`src/sv/wsa_pkg.sv`:
```
// ----------------------------------------------------------------------------
// wsa_pkg
// Shared types, widths and helpers for the windowed speed average block.
// ----------------------------------------------------------------------------
`default_nettype none

package wsa_pkg;

  localparam int MAX_WINDOW = 32;
  localparam int SAMPLE_W   = 16;
  localparam int CFG_W      = 6;
  localparam int CFG_RESET  = 8;
  localparam int POS_W      = (MAX_WINDOW > 1) ? $clog2(MAX_WINDOW) : 1;
  localparam int LEN_W      = $clog2(MAX_WINDOW + 1);
  localparam int SUM_W      = SAMPLE_W + LEN_W;
  localparam int REM_W      = LEN_W + 1;
  localparam int CNT_W      = $clog2(SUM_W);

  typedef logic [SAMPLE_W-1:0] sample_t;
  typedef logic [CFG_W-1:0]    cfg_t;
  typedef logic [LEN_W-1:0]    len_t;
  typedef logic [POS_W-1:0]    pos_t;
  typedef logic [SUM_W-1:0]    sum_t;
  typedef logic [REM_W-1:0]    rem_t;
  typedef logic [CNT_W-1:0]    cnt_t;

  typedef enum logic [1:0] {
    ST_IDLE,
    ST_SUM,
    ST_DIV,
    ST_HOLD
  } state_t;

  // zero maps to one, anything above the store depth saturates
  function automatic len_t eff_len(input cfg_t w);
    len_t r;
    if (w == '0) begin
      r = len_t'(1);
    end else if (int'(w) > MAX_WINDOW) begin
      r = len_t'(MAX_WINDOW);
    end else begin
      r = len_t'(w);
    end
    return r;
  endfunction

endpackage

`default_nettype wire

```
`src/sv/wsa_ifs.sv`:
```
// ----------------------------------------------------------------------------
// wsa_ifs
// Valid/ready channels for speed samples in and averages out.
// ----------------------------------------------------------------------------
`default_nettype none

interface wsa_sample_if;
  import wsa_pkg::*;

  logic    valid;
  logic    ready;
  sample_t speed_sample;

  modport source (output valid, output speed_sample, input ready);
  modport sink   (input valid, input speed_sample, output ready);
endinterface

interface wsa_average_if;
  import wsa_pkg::*;

  logic    valid;
  logic    ready;
  sample_t average_speed;

  modport source (output valid, output average_speed, input ready);
  modport sink   (input valid, input average_speed, output ready);
endinterface

`default_nettype wire

```
`src/sv/windowed_speed_average.sv`:
```
// ----------------------------------------------------------------------------
// windowed_speed_average
// Moving average over a ring of speed samples, summed one entry per cycle
// and divided by the window length with a bit-serial restoring divider.
//
//   channel   dir   payload              transfer when
//   sample    in    speed_sample[15:0]   sample.valid & sample.ready
//   average   out   average_speed[15:0]  average.valid & average.ready
//   cfg       in    cfg_wdata[5:0]       cfg_we
//
// Each item runs from transfer through the accumulate loop over L entries of
// the store, L being the effective window, then the shift-subtract divider
// and a handoff step into the result register.
// A new sample is taken while the previous result waits in the output
// register; the engine stalls only in its handoff step.
// Synchronous reset clears the store and ring position and sets the window to 8.
// ----------------------------------------------------------------------------
`default_nettype none

module windowed_speed_average (
  input  logic                  clk,
  input  logic                  rst,
  input  logic                  cfg_we,
  input  logic [wsa_pkg::CFG_W-1:0] cfg_wdata,
  wsa_sample_if.sink            sample,
  wsa_average_if.source         average
);
  import wsa_pkg::*;

  cfg_t    window_length;
  sample_t store [MAX_WINDOW];
  pos_t    write_position;
  state_t  state, state_next;
  len_t    len;
  pos_t    idx;
  sum_t    acc;
  rem_t    rem;
  cnt_t    div_cnt;
  logic    out_valid;
  sample_t out_data;

  logic    in_ready;
  logic    accept;
  logic    load_out;
  logic    sum_last;
  logic    div_last;
  len_t    len_cfg;
  len_t    pos_inc;
  pos_t    pos_next;
  sum_t    sum_next;
  rem_t    trial;
  logic    qbit;

  assign accept  = sample.valid && in_ready;
  assign len_cfg = eff_len(window_length);
  assign pos_inc = len_t'(write_position) + len_t'(1);
  assign pos_next = (pos_inc >= len_cfg) ? '0 : pos_inc[POS_W-1:0];

  assign sum_next = acc + sum_t'(store[idx]);
  assign sum_last = (len_t'(idx) + len_t'(1)) == len;

  assign trial    = {rem[LEN_W-1:0], acc[SUM_W-1]};
  assign qbit     = trial >= rem_t'(len);
  assign div_last = div_cnt == cnt_t'(SUM_W - 1);

  always_comb begin
    in_ready = 1'b0;
    load_out = 1'b0;
    unique case (state)
      ST_IDLE: in_ready = 1'b1;
      ST_HOLD: load_out = !out_valid || average.ready;
      default: ;
    endcase
  end

  always_comb begin
    state_next = state;
    unique case (state)
      ST_IDLE: if (accept) state_next = ST_SUM;
      ST_SUM:  if (sum_last) state_next = ST_DIV;
      ST_DIV:  if (div_last) state_next = ST_HOLD;
      ST_HOLD: if (load_out) state_next = ST_IDLE;
      default: state_next = ST_IDLE;
    endcase
  end

  always_ff @(posedge clk) begin
    if (rst) begin
      state <= ST_IDLE;
    end else begin
      state <= state_next;
    end
  end

  always_ff @(posedge clk) begin
    if (rst) begin
      window_length <= cfg_t'(CFG_RESET);
    end else if (cfg_we) begin
      window_length <= cfg_wdata;
    end
  end

  always_ff @(posedge clk) begin
    if (rst) begin
      for (int i = 0; i < MAX_WINDOW; i++) begin
        store[i] <= '0;
      end
      write_position <= '0;
    end else if (accept) begin
      store[write_position] <= sample.speed_sample;
      write_position        <= pos_next;
    end
  end

  // accumulate then shift-subtract divide, quotient lands in acc
  always_ff @(posedge clk) begin
    unique case (state)
      ST_IDLE: begin
        len <= len_cfg;
        idx <= '0;
        acc <= '0;
      end
      ST_SUM: begin
        acc     <= sum_next;
        idx     <= idx + pos_t'(1);
        rem     <= '0;
        div_cnt <= '0;
      end
      ST_DIV: begin
        rem     <= qbit ? trial - rem_t'(len) : trial;
        acc     <= {acc[SUM_W-2:0], qbit};
        div_cnt <= div_cnt + cnt_t'(1);
      end
      ST_HOLD: ;
      default: ;
    endcase
  end

  always_ff @(posedge clk) begin
    if (rst) begin
      out_valid <= 1'b0;
    end else if (load_out) begin
      out_valid <= 1'b1;
    end else if (average.ready) begin
      out_valid <= 1'b0;
    end
  end

  always_ff @(posedge clk) begin
    if (load_out) begin
      out_data <= acc[SAMPLE_W-1:0];
    end
  end

  assign sample.ready          = in_ready;
  assign average.valid         = out_valid;
  assign average.average_speed = out_data;

endmodule

`default_nettype wire

```
`src/flat_wrapper.sv`:
```
// flat-port wrapper written by rule: the top's interface ports become plain ports
module windowed_speed_average_flat import wsa_pkg::*;
  (clk, rst, cfg_we, cfg_wdata, sample_valid, sample_speed_sample, sample_ready, average_valid, average_average_speed, average_ready);
  wsa_sample_if sample_i ();
  wsa_average_if average_i ();
  input  logic clk;
  input  logic rst;
  input  logic cfg_we;
  input  logic [wsa_pkg::CFG_W-1:0] cfg_wdata;
  input wire logic [$bits(sample_i.valid)-1:0] sample_valid;
  input wire logic [$bits(sample_i.speed_sample)-1:0] sample_speed_sample;
  output wire logic [$bits(sample_i.ready)-1:0] sample_ready;
  output wire logic [$bits(average_i.valid)-1:0] average_valid;
  output wire logic [$bits(average_i.average_speed)-1:0] average_average_speed;
  input wire logic [$bits(average_i.ready)-1:0] average_ready;
  assign sample_i.valid = sample_valid;
  assign sample_i.speed_sample = sample_speed_sample;
  assign sample_ready = sample_i.ready;
  assign average_valid = average_i.valid;
  assign average_average_speed = average_i.average_speed;
  assign average_i.ready = average_ready;
  windowed_speed_average u_core (.clk(clk), .rst(rst), .cfg_we(cfg_we), .cfg_wdata(cfg_wdata), .sample(sample_i), .average(average_i));
endmodule
```
`config.mk`:
```
export PLATFORM = sky130hd
export DESIGN_NAME = windowed_speed_average_flat
export DESIGN_NICKNAME = d
export VERILOG_FILES = /design/src/sv/wsa_pkg.sv /design/src/sv/wsa_ifs.sv /design/src/sv/windowed_speed_average.sv /design/src/flat_wrapper.sv
export SDC_FILE = /design/constraint.sdc
export NUM_CORES = 1
export LEC_CHECK = 0
export ABC_AREA = 0
export BUFFER_PORTS_ARGS = -buffer_cell sky130_fd_sc_hd__buf_4
export CORE_MARGIN = 4
export CORE_UTILIZATION = 45
export DETAILED_ROUTE_END_ITERATION = 10
export GPL_TIMING_DRIVEN = 0
export PLACE_DENSITY = 0.62
export SLEW_MARGIN = 40
export SYNTH_ARGS = -nofsm -noshare
export SYNTH_HDL_FRONTEND = slang
export SYNTH_SLANG_ARGS = --single-unit
```
`constraint.sdc`:
```
create_clock -name clk -period 7 [get_ports clk]
set_input_delay 1.4 -clock clk [delete_from_list [all_inputs] [get_ports clk]]
set_output_delay 1.4 -clock clk [all_outputs]
set_load 0.02 [all_outputs]
```
Yosys cells after proc, flatten, opt, wreduce, memory -nomap -nowiden
Memories as Yosys holds them, arrays and structs flattened. A register that Yosys moved wholly into a read port is not among the register bits.
Index checks and enable logic that the tools add are counted.
{"block": "totals", "mem_bits_ro": 0, "latch_bits": 0, "ff_bits": 74, "inputBits": 27, "mem_count": 1, "mem_bits_rw": 512, "word_cells": 66}
{"block": "classes", "shift": 0, "div_mod_pow": 0, "n_mul": 0, "addsub": 6, "order_cmp": 3, "bitwise": 0, "mux": 26, "n_reduce_logical": 11, "n_eq_ne": 9}
{"memory": "u_core.store", "words": 32, "word_bits": 16, "rd": 1, "rd_clocked_by_memory_dff": 1, "wr": 32, "line_no": "windowed_speed_average.sv:31", "rtl": "sample_t store [MAX_WINDOW];"}
{"operator": "$pmux 22 s3", "n": 1}
{"operator": "$add 22x16->22", "n": 1}
{"operator": "$pmux 5 s2", "n": 2}
{"operator": "$mux 6", "n": 3}
{"operator": "$mux 16", "n": 1}
{"operator": "$reduce_or 16->1", "n": 1}
{"operator": "$mux 5", "n": 3}
{"operator": "$add 5x1->6 const B", "n": 2}
{"operator": "$pmux 6 s2", "n": 1}
{"operator": "$add 5x1->5 const B", "n": 2}
{"operator": "$mux 1", "n": 10}
{"operator": "$mux 2", "n": 4}
{"operator": "$ne 2x1->1 const B", "n": 4}
{"operator": "$pmux 2 s4", "n": 1}
{"operator": "$ge 7x6->1", "n": 1}
{"operator": "$eq 6x6->1", "n": 1}
{"operator": "$ge 6x6->1", "n": 1}
{"operator": "$gt 6x6->1 const B", "n": 1}
{"operator": "$logic_not 6->1", "n": 1}
{"operator": "$reduce_bool 2->1", "n": 3}
{"operator": "$sub 6x6->6", "n": 1}
{"operator": "$eq 5x5->1 const B", "n": 1}
{"operator": "$eq 2x2->1 const B", "n": 2}
{"operator": "$reduce_and 4->1", "n": 1}
{"operator": "other kinds (6)", "n": 6}

Longest topological paths before layout
Gate-level depths: netlist (run 1).
{"block": "logic_depth", "ltp_word": 8, "ltp_mapped": 13, "ltp_nobuf": 11}

Least setup slack after synthesis (run 1)
Ideal clock, no wire load.
{"block": "synth_path", "kind": "register -> register", "startpoint": "register (tool-made name)", "endpoint": "register u_core.acc[18], data pin", "stages_incl_launch_ff": 14, "path_slack_ns": 2.823, "t_required_ns": 6.735, "synth_period_minus_slack_ns": 4.177, "setup_ns": 0.265, "arrival_time_ns": 3.912, "n_path_buf": 2, "path_cell_list": "dfxtp_1 > clkbuf_1 > buf_1 > mux4_2 > mux4_2 > mux2_2 > ha_1 > fa_1 > a211oi_1 > o211ai_1 > nand3_1 > o211ai_1 > nor4b_1 > or3_1"}
{"item": "end signal, assigned", "line_no": "windowed_speed_average.sv:124", "rtl": "acc <= sum_next;"}
{"item": "end signal, assigned", "line_no": "windowed_speed_average.sv:131", "rtl": "acc <= {acc[SUM_W-2:0], qbit};"}
{"item": "end, declared", "line_no": "windowed_speed_average.sv:36", "rtl": "sum_t acc;"}

==> results of run 1 <==
power by group through the flow:
stage / registers, W / clock network [W] / logic [W]
6_report: 0.00438 / 0.00320 / 0.00309
5_1_grt: 0.00441 / 0.00339 / 0.00332
4_1_cts: 0.00438 / 0.00323 / 0.00308
3_5_place_dp: 0.00445 / 0 / 0.00307
3_3_place_gp: 0.00444 / 0 / 0.00302
2_1_floorplan: 0.00439 / 0 / 0.00210
metal layers:
layer	vias to the layer above	GRT usage	share of wire
met4	0	0.0735	0.037
li1	7151	-	-
met2	655	0.358	0.47
met1	8346	0.314	0.41
met5	-	0	0
met3	126	0.0457	0.080
logic make-up (layout without fill, tap and decap cells):
logic type / after synthesis / count (layout) / share of synthesized area
and+or+nand+nor: 732 / 732 / 0.154
muxes: 182 / 182 / 0.137
buffers and inverters: 168 / 325 / 0.0234
other: 0 / 2 / 0
DFF: 591 / 591 / 0.627
adders and majority gates: 42 / 42 / 0.0193
AOI/OAI and AO/OA: 128 / 128 / 0.0305
xor gates and xnor gates: 27 / 27 / 0.00845
stage by stage:
step / worst slack, ns / power [W] / utilization / area [µm²]
6_report: 1.69 / 0.0107 / 0.509 / 31400
3_5_place_dp: 1.61 / 0.00752 / 0.477 / 29400
4_1_cts: 1.59 / 0.0107 / 0.509 / 31300
3_3_place_gp: 1.26 / 0.00746 / 0.477 / 29400
5_1_grt: 1.53 / 0.0111 / 0.509 / 31300
2_1_floorplan: 2.82 / 0.00649 / - / 28000
worst reg2reg max path, stage by stage, from the launching register on:
cell and delay, ns:
dfxtp_1 0.37, buf_2 0.38, buf_2 0.51, mux4_2 0.64, mux4_2 0.55, mux2_2 0.34, ha_1 0.25, fa_1 0.46
a211oi_1 0.37, o211ai_1 0.22, nand3_1 0.11, o211ai_1 0.25, nor4b_1 0.25, or3_1 0.37
worst paths after layout:
check,end,slack [ns],cells after the start,startpoint
min,u_core.average.average_speed[11]$_DFFE_PP_,0.51,0,u_core.acc[11]$_DFFE_PP_
max reg2reg,u_core.acc[18]$_DFFE_PP_,1.69,13,flip-flop
min reg2reg,u_core.average.average_speed[11]$_DFFE_PP_,0.51,0,u_core.acc[11]$_DFFE_PP_
max,u_core.acc[18]$_DFFE_PP_,1.69,13,flip-flop
layout make-up:
type                       instances  area share
timing repair buffer              44      0.0107
sequential                       591       0.560
clock inverter                    38      0.0122
buffer                           142      0.0181
multi-input combinational       1111       0.312
clock buffer                      75      0.0500
tap                              837      0.0334
inverter                          26     0.00311
antenna                            2    0.000160
registers in the layout, indices dropped and copies added (netlist names), named ones only:
| register | count |
|---|---|
| u_core.rem | 6 |
| u_core.div_cnt | 5 |
| u_core.acc | 22 |
| u_core.idx | 5 |
| u_core.window_length | 6 |
| u_core.average.valid | 1 |
| u_core.state | 2 |
| u_core.len | 6 |
| u_core.store | 512 |
| u_core.average.average_speed | 16 |
| u_core.write_position | 5 |
cells in the mapped netlist, types with 4 or more instances:
master	instances	area [µm²]
and3_1	6	37.5
a21o_1	19	143
clkbuf_1	121	454
nand3b_1	5	37.5
nor2_1	61	229
dfxtp_1	19	380
a21oi_1	28	140
nor4_1	5	31.3
mux2_2	16	180
xnor2_1	16	140
buf_1	7	26.3
o21ai_0	32	160
nor3b_1	4	30.0
inv_1	26	97.6
and2_1	519	3250
mux2i_1	6	60.1
nor2b_1	14	87.6
nand3_1	21	105
nand4_1	7	43.8
buf_2	11	55.1
a22oi_1	6	45.0
o211ai_1	4	30.0
mux4_2	160	3600
a211oi_1	4	30.0
xor2_1	11	96.3
ha_1	40	500
or2_2	32	200
edfxtp_1	572	17200
nand2_1	40	150
nor3_1	8	40.0
==> metrics.md, run 1 <==
| Metric | Value |
|---|---|
| Switching Share | 0.319 |
| Finish-stage setup viols | 0 |
| Slew @ Worst Pin | 0.897 ns |
| Clock Power Share | 0.300 |
| Register area | approximately 18,000 µm² |
| Relative slew slack | 0.402 |
| Multi-input logic area | 9790 µm² |
| # resized after CTS | 0 |
| Routed Antenna Nets | 0 |
| Max Clk Rate | 0.188 GHz |
| Fill count | roughly 5,200 |
| Hold-fix buffers at CTS | 0 |
| Ys async rst share | 0 |
| Total negative setup slack | 0 ns |
| Number of global-route vias before repair | 16,500 |
| GRT Overall Usage | 0.225 |
| Rows | about 90 |
| Crit path buf inv count | 2 |
| Iteration-0 DRC Markers | 1,537 |
| Syn Area/Cell | 15.0 µm² |
| Crit-path max FO | 10 |
| Placed cell count | around 2,800 |
| Most common cell after layout, fill and taps aside | edfxtp_1 |
| Cell family with most CP delay | multiplexers |
| Root Driver | clkbuf_16 |
| Ys flop type | edfxtp_1 |
| Share of layout cells above drive strength 1 | 0.180 |
| Sequential share of power | 0.410 |
| Net Sw Power | 0.00340 W |
| Hold Fails Final Rpt | 0 |
| RSZ-0062 raised after global routing | no |
| Die Y | 257 µm |
| PD cells | 340 nW/µm² |
| Layout Skew | approximately 0.033 ns |
| Estimated wirelength of the detail-placed design | 52,400 µm |
| Fin cells | 2,866 |
| DR vias/cell | 5.68 |
| Final Max Slew Viols | 0 |
| Setup crit end kind | flip-flop |
| First-pass GRT wire length | 110,000 µm |
| Power share of the combinational group | 0.290 |
| H-Tree Depth | 2 |
| Worst setup SP type | flip-flop |
| DRC Markers | 0 |
| Final worst path period share | 0.759 |
| Reg clk slew, reported paths | ~0.070 ns |
| Worst min path class | flip-flop to flip-flop |
| Initial antenna violation count | 5 |
| Synth Instances | 1,870 |
| Syn Nets | roughly 1,900 |
| Largest net degree at the start of global routing | 23 |
| Max incr delay on CP | 0.63 ns |
| Post-CTS setup buffers | 0 |
| CP max stage cell | mux4_2 |
| IO Count | 45 |
| Area delta synth->final | 12.0% |
| Post-synthesis sequential area ratio | 0.627 |
| CTS tree | built |
| Post-synthesis cell area | between 20,000 and 30,000 µm² |
| Max-Cap Viols | 0 |
| IO buf count | 43 |
| Data arrival, critical path | between 5 and 6 ns |
| VDD IR max | 198 µV |
| Vias | 16,300 |
| DIE AREA | 66,300 µm² |
| Sink Count | 591 |
| First-pass DRT Iterations | 5 |
| Kind of critical path | flip-flop to flip-flop |
| Clock buffer depth | 3 |
| Final net count | 2,045 |
| WP data required | about 7.4 ns |
| Core area | 61,600 µm² |
| Minimum clock period | 5.31 ns |
| Number of distinct library cells after synthesis | 59 |
| Leak Pwr | ~11 nW |
| Clock latency on the worst-skew pair | about 0.66 ns |
| Die Span X | 257 µm |
| Total wire length | 74,800 µm |
| Initial core utilization | 0.455 |
| Commonest non-fill, non-tap cells in the layout | edfxtp_1 (572), and2_1 (519), mux4_2 (160) |
| Crit-path cells | buf_2 -> buf_2 -> mux4_2 -> mux4_2 -> mux2_2 -> ha_1 -> fa_1 -> a211oi_1 -> o211ai_1 -> nand3_1 -> o211ai_1 -> nor4b_1 -> or3_1 |
| GPL Wtd Cong | 0.881 |
| Ys Warns | 0 |
| DR WL/cell | 26.1 µm |
| Synthesis-stage register bit count | 591 |
| Smallest hold slack | about 0.51 ns |
| Outcome | complete, no violations |
| Cts bufs inserted | 60 |
| P_int | 0.00726 W |
| Post-synth EDFFs | about 570 |
| GRT overflow | 0 |
Power figures use the tool's default switching activity.
==> run 2: changes to the inputs <==
Clock period 7 ns to 5.3 ns, I/O delays scaled along.
==> run 2 against run 1 <==
Effect of this change: critical path depth stayed put; cell count is 0.10% lower; count of clock-buffer cells in the layout unchanged; sequential share of layout area is essentially flat; sequential power rose by 32%; clock power increased by 32%; critical endpoint unchanged.
==> metrics.md, run 2 (synthesis gave the netlist of run 1 again) <==
| Metric | Value |
|---|---|
| Tot Pwr | 0.0141 W |
| Top reg by flops | u_core.store |
| GRT Overall Usage | 0.225 |
| Hold Fails Final Rpt | 0 |
| Die Y | roughly 260 µm |
| Clock buffer depth | 3 |
| Sink Count | 591 |
| Max-Cap Viols | 0 |
| CP max stage cell | mux4_2 |
| Crit-path cells | clkbuf_2 -> clkbuf_2 -> mux4_2 -> mux4_2 -> mux2_2 -> ha_1 -> fa_1 -> a211oi_1 -> o211ai_1 -> nand3_1 -> o211ai_1 -> nor4b_1 -> or3_1 |
| First-pass GRT wire length | 110,000 µm |
| Hold-fix buffers at CTS | 0 |
| Root Driver | clkbuf_16 |
| Total negative setup slack | 0 ns |
| Post-CTS setup buffers | 0 |
| Kind of critical path | flip-flop to flip-flop |
| Net Sw Power | 0.00450 W |
| Cts bufs inserted | 60 |
| Clock latency on the worst-skew pair | 0.65 ns |
| Initial antenna violation count | 4 |
| Max Clk Rate | between 0.15 and 0.2 GHz |
| Layout Skew | 0.0318 ns |
| Routed Antenna Nets | 0 |
| Setup crit end kind | flip-flop |
| Core area | 61,600 µm² |
| GRT overflow | 0 |
| Number of global-route vias before repair | 16,500 |
| Total wire length | 74,800 µm |
| Crit path buf inv count | 2 |
| Final Max Slew Viols | 0 |
| GPL Wtd Cong | 0.881 |
| Largest net degree at the start of global routing | 23 |
| H-Tree Depth | 2 |
| Minimum clock period | 5.17 ns |
| Smallest hold slack | 0.506 ns |
| Final worst path period share | 0.975 |
| IO buf count | 43 |
| Outcome | complete, no violations |
| Cell family with most CP delay | multiplexers |
| DRC Markers | 0 |
| IO Count | 45 |
| Clock Power Share | 0.300 |
| Area delta synth->final | 12.0% |
| First-pass DRT Iterations | 5 |
| DR WL/cell | 26.1 µm |
| Power share of the combinational group | 0.290 |
| Crit-path max FO | 10 |
| Slew @ Worst Pin | about 0.82 ns |
| Final core occ | 0.509 |
| Final net count | 2,044 |
| P_int | approximately 0.0096 W |
| CTS tree | built |
| Worst min path class | flip-flop to flip-flop |
| Reg clk slew, reported paths | ~0.070 ns |
| Data arrival, critical path | 5.57 ns |
| VDD IR max | approximately 260 µV |
| Ant diodes | 0 |
| Max reg flops | 512 |
| Max incr delay on CP | about 0.55 ns |
| Worst setup SP type | flip-flop |
| Most common cell after layout, fill and taps aside | edfxtp_1 |
| Leak Pwr | 11.3 nW |
| Commonest non-fill, non-tap cells in the layout | edfxtp_1 (572), and2_1 (519), mux4_2 (160) |
| Rows | 91 |
| DIE AREA | 66,300 µm² |
| WP data required | 5.70 ns |
| Iteration-0 DRC Markers | 1,588 |
| Share of layout cells above drive strength 1 | 0.183 |
| DR vias/cell | 5.69 |
| Switching Share | 0.319 |
| Sequential share of power | 0.410 |
| Finish-stage setup viols | 0 |
| RSZ-0062 raised after global routing | no |
| Relative slew slack | 0.451 |
| Setup WS post-layout | 0.130 ns |
| Initial core utilization | 0.455 |
| Estimated wirelength of the detail-placed design | 52,400 µm |
| Vias | about 16,000 |
| PD cells | between 400 and 500 nW/µm² |
| Die Span X | between 200 and 300 µm |
| Dpl ws | -0.0896 ns |
## run 2: changes by cell type in the layout (fill, tap and decap cells not counted)
cell      delta
buf_1        -2
buf_2        -4
buf_4        +1
buf_6        -1
clkbuf_1     -4
clkbuf_2     +5
clkbuf_4     +4
diode_2      -2
## run 2: what timing repair did
| action | CTS | global route |
|---|---|---|
| hold endpoints to repair | 0 | 0 |
| setup endpoints to repair | 1 | 1 |
| gates resized for setup | 2 | 13 |
## run 2: path summary, 6_finish.rpt
| path | to | start | slack [ns] | cells past startpoint |
|---|---|---|---|---|
| worst min-delay path | u_core.average.average_speed[11]$_DFFE_PP_ | u_core.acc[11]$_DFFE_PP_ | 0.51 | 0 |
| worst max-delay path | u_core.acc[18]$_DFFE_PP_ | flip-flop | 0.13 | 13 |
| worst min register to register | u_core.average.average_speed[11]$_DFFE_PP_ | u_core.acc[11]$_DFFE_PP_ | 0.51 | 0 |
| worst max register to register | u_core.acc[18]$_DFFE_PP_ | flip-flop | 0.13 | 13 |
## run 2: area by class of cell
class                      count  area, µm²
buffer                       142        587
clock buffer                  75       1570
clock inverter                38        383
fill                        5176      30200
inverter                      26       97.6
multi-input combinational   1111       9790
sequential                   591      17600
tap                          837       1050
timing repair buffer          43        323
## run 2: per-layer routing
layer	share of wire	GRT usage	vias up
met4	0.037	0.0732	0
met5	0	0	-
li1	-	-	7151
met3	0.077	0.0444	131
met2	0.47	0.358	605
met1	0.42	0.315	8405
## run 2: power groups by stage
| stage | sequential, W | combinational (W) | clock (W) |
|---|---|---|---|
| global placement | 0.00586 | 0.00398 | 0 |
| global route | 0.00582 | 0.00439 | 0.00448 |
| detailed placement | 0.00588 | 0.00405 | 0 |
| CTS | 0.00578 | 0.00407 | 0.00427 |
| floorplan | 0.00580 | 0.00277 | 0 |
| finish | 0.00578 | 0.00408 | 0.00423 |
## run 2: per-stage QoR
stage / cell area [µm²] / instances
after floorplan: 28000 / 1870
after global placement: 29400 / 2750
after detailed placement: 29400 / 2750
after CTS: 31300 / 2863
after global routing: 31400 / 2863
final: 31400 / 2863
==> run 3: changes to the inputs <==
Settings changed: CORE_ASPECT_RATIO set to 0.8, CORE_MARGIN 4 to 2, CTS_BUF_LIST set to sky130_fd_sc_hd__clkbuf_4.
==> run 3 against run 2 <==
Effect of this change: sequential share of layout area grew 0.13 points; clock power shrank 8.3%; sequential power is essentially flat; non-clock buffer count is the same; register-to-register slack gained 0.06 ns; cell area shrank 0.23%; cell count grew 5.2%; largest power group unchanged.
==> metrics.md, run 3 (synthesis gave the netlist of run 1 again) <==
| Metric | Value |
|---|---|
| CTS tree | built |
| Clock latency on the worst-skew pair | 1.02 ns |
| Sink Count | 591 |
| Largest net degree at the start of global routing | 23 |
| Net Sw Power | about 0.0046 W |
| Initial core utilization | 0.457 |
| Number of global-route vias before repair | 16,700 |
| Post-CTS setup buffers | 0 |
| Kind of critical path | flip-flop to flip-flop |
| Final Max Slew Viols | 0 |
| Dpl ws | -0.0898 ns |
| Relative slew slack | 0.419 |
| Final net count | about 2,100 |
| Crit-path max FO | 10 |
| Top reg by flops | u_core.store |
| Core area | roughly 61,000 µm² |
| H-Tree Depth | 4 |
| Max Clk Rate | between 0.15 and 0.2 GHz |
| Slew @ Worst Pin | 0.872 ns |
| DRC Markers | 0 |
| Outcome | complete, no violations |
| Total wire length | 76,000 µm |
| Die Y | 227 µm |
| Leak Pwr | 11.5 nW |
| Die Span X | 283 µm |
| IO Count | 45 |
| Finish-stage setup viols | 0 |
| Sequential share of power | 0.419 |
| Setup crit end kind | flip-flop |
| Hold-fix buffers at CTS | 0 |
| Cts bufs inserted | 156 |
| Vias | 16,900 |
| GPL Wtd Cong | 0.842 |
| DR WL/cell | roughly 25 µm |
| RSZ-0062 raised after global routing | no |
| Hold Fails Final Rpt | 0 |
| DIE AREA | 64,200 µm² |
| Crit path buf inv count | 3 |
| Worst min path class | primary input to flip-flop |
| Reg clk slew, reported paths | 0.07 ns |
| VDD IR max | between 150 and 200 µV |
| Root Driver | clkbuf_4 |
| Most used cell along the critical path | mux4_2 |
| Share of layout cells above drive strength 1 | 0.241 |
| Worst setup SP type | flip-flop |
| Layout Skew | 0.0708 ns |
| Data arrival, critical path | 5.85 ns |
| Power share of the combinational group | 0.300 |
| Clock Power Share | 0.281 |
| Rows | a little over 80 |
| P_int | between 0.009 and 0.01 W |
| Most common cell after layout, fill and taps aside | edfxtp_1 |
| First-pass GRT wire length | 110,000 µm |
| Iteration-0 DRC Markers | 1,787 |
| Minimum clock period | 5.11 ns |
| PD cells | 441 nW/µm² |
| Routed Antenna Nets | 0 |
| Max reg flops | 512 |
| Area delta synth->final | 11.7% |
| Final core occ | 0.510 |
| Estimated wirelength of the detail-placed design | 52,900 µm |
| Setup WS post-layout | 0.187 ns |
| GRT overflow | 0 |
| IO buf count | between 40 and 50 |
| GRT Overall Usage | 0.243 |
| Commonest non-fill, non-tap cells in the layout | edfxtp_1 (572), and2_1 (519), clkbuf_4 (227) |
| Total negative setup slack | 0 ns |
| DR vias/cell | 5.63 |
| CP max stage cell | a2111oi_0 |
| Max incr delay on CP | approximately 0.68 ns |
| Crit-path cells | clkbuf_2 -> buf_1 -> mux4_2 -> mux4_2 -> mux2_2 -> ha_1 -> clkbuf_1 -> nand3_1 -> nor2_1 -> o21ai_0 -> a2111oi_0 -> nor3_1 -> nand3b_1 |
| Smallest hold slack | 0.310 ns |
| First-pass DRT Iterations | 5 |
| Initial antenna violation count | 8 |
| Final worst path period share | 0.965 |
| WP data required | about 6 ns |
| Clock buffer depth | 3 |
| Max-Cap Viols | 0 |
| Switching Share | 0.333 |
| Cell family with most CP delay | multiplexers |
[run 3: cell count changes in the layout (fill, tap and decap cells not counted), sizes merged]
cell / change
inv: +3
buf: +1
diode: +6
clkbuf: +147
bufinv: -4
clkinv: +2
[run 3: layout make-up]
type / instances / area [µm²]
well taps: 830 / 1040
flip-flops and latches: 591 / 17600
diodes: 6 / 15.0
clock inverters: 39 / 195
inverters: 26 / 97.6
fillers: 5224 / 30000
plain buffers: 142 / 591
repair buffers: 43 / 323
clock buffers: 223 / 1670
multi-input cells: 1111 / 9790
[run 3: per-stage QoR]
stage / area (µm²) / total power, W / instances
after floorplan: 28000 / 0.00857 / 1870
after global placement: 29400 / 0.00991 / 2743
after detailed placement: 29400 / 0.00997 / 2743
after CTS: 31200 / 0.0138 / 3005
after global routing: 31300 / 0.0144 / 3007
final: 31300 / 0.0138 / 3011
[run 3: final timing paths]
path                                        startpoint                                   end  slack [ns]  cells after the start
setup reg to reg                             flip-flop              u_core.acc[19]$_DFFE_PP_        0.19                     13
hold / removal                            cfg_wdata[5]  u_core.window_length[5]$_SDFFE_PP0P_        0.31                      3
setup / recovery                             flip-flop              u_core.acc[19]$_DFFE_PP_        0.19                     13
hold reg to reg   u_core.window_length[0]$_SDFFE_PP0P_  u_core.window_length[0]$_SDFFE_PP0P_        0.51                      2
[run 3: power groups by stage]
stage	clock [W]	sequential (W)	combinational, W
final	0.00388	0.00579	0.00414
after global routing	0.00416	0.00582	0.00441
after CTS	0.00394	0.00579	0.00411
after detailed placement	0	0.00588	0.00409
after global placement	0	0.00587	0.00404
after floorplan	0	0.00580	0.00277
[run 3: repair_timing]
item	4_1_cts	5_1_grt
resized for setup	5	12
pin swaps	0	0
setup endpoints to repair	2	4
[run 3: per-layer routing]
| layer | vias to the layer above | track usage | wire length [µm] |
|---|---|---|---|
| met5 | - | 0 | 12 |
| met4 | 2 | 0.0997 | 2060 |
| met3 | 136 | 0.0693 | 7200 |
| met2 | 734 | 0.347 | 33300 |
| met1 | 8640 | 0.351 | 33500 |
| li1 | 7434 | - | - |
[run 3: worst reg2reg max path: cells and delay by family, from the launching register on]
family | cells | cell delay (ns)
multiplexers | 3 | 1.39
buffers and inverters | 3 | 1.19
AO/OA/AOI/OAI | 2 | 0.97
AND/OR/NAND/NOR | 4 | 0.64
flip-flops | 1 | 0.40
adder cells (fa/ha/maj) | 1 | 0.28
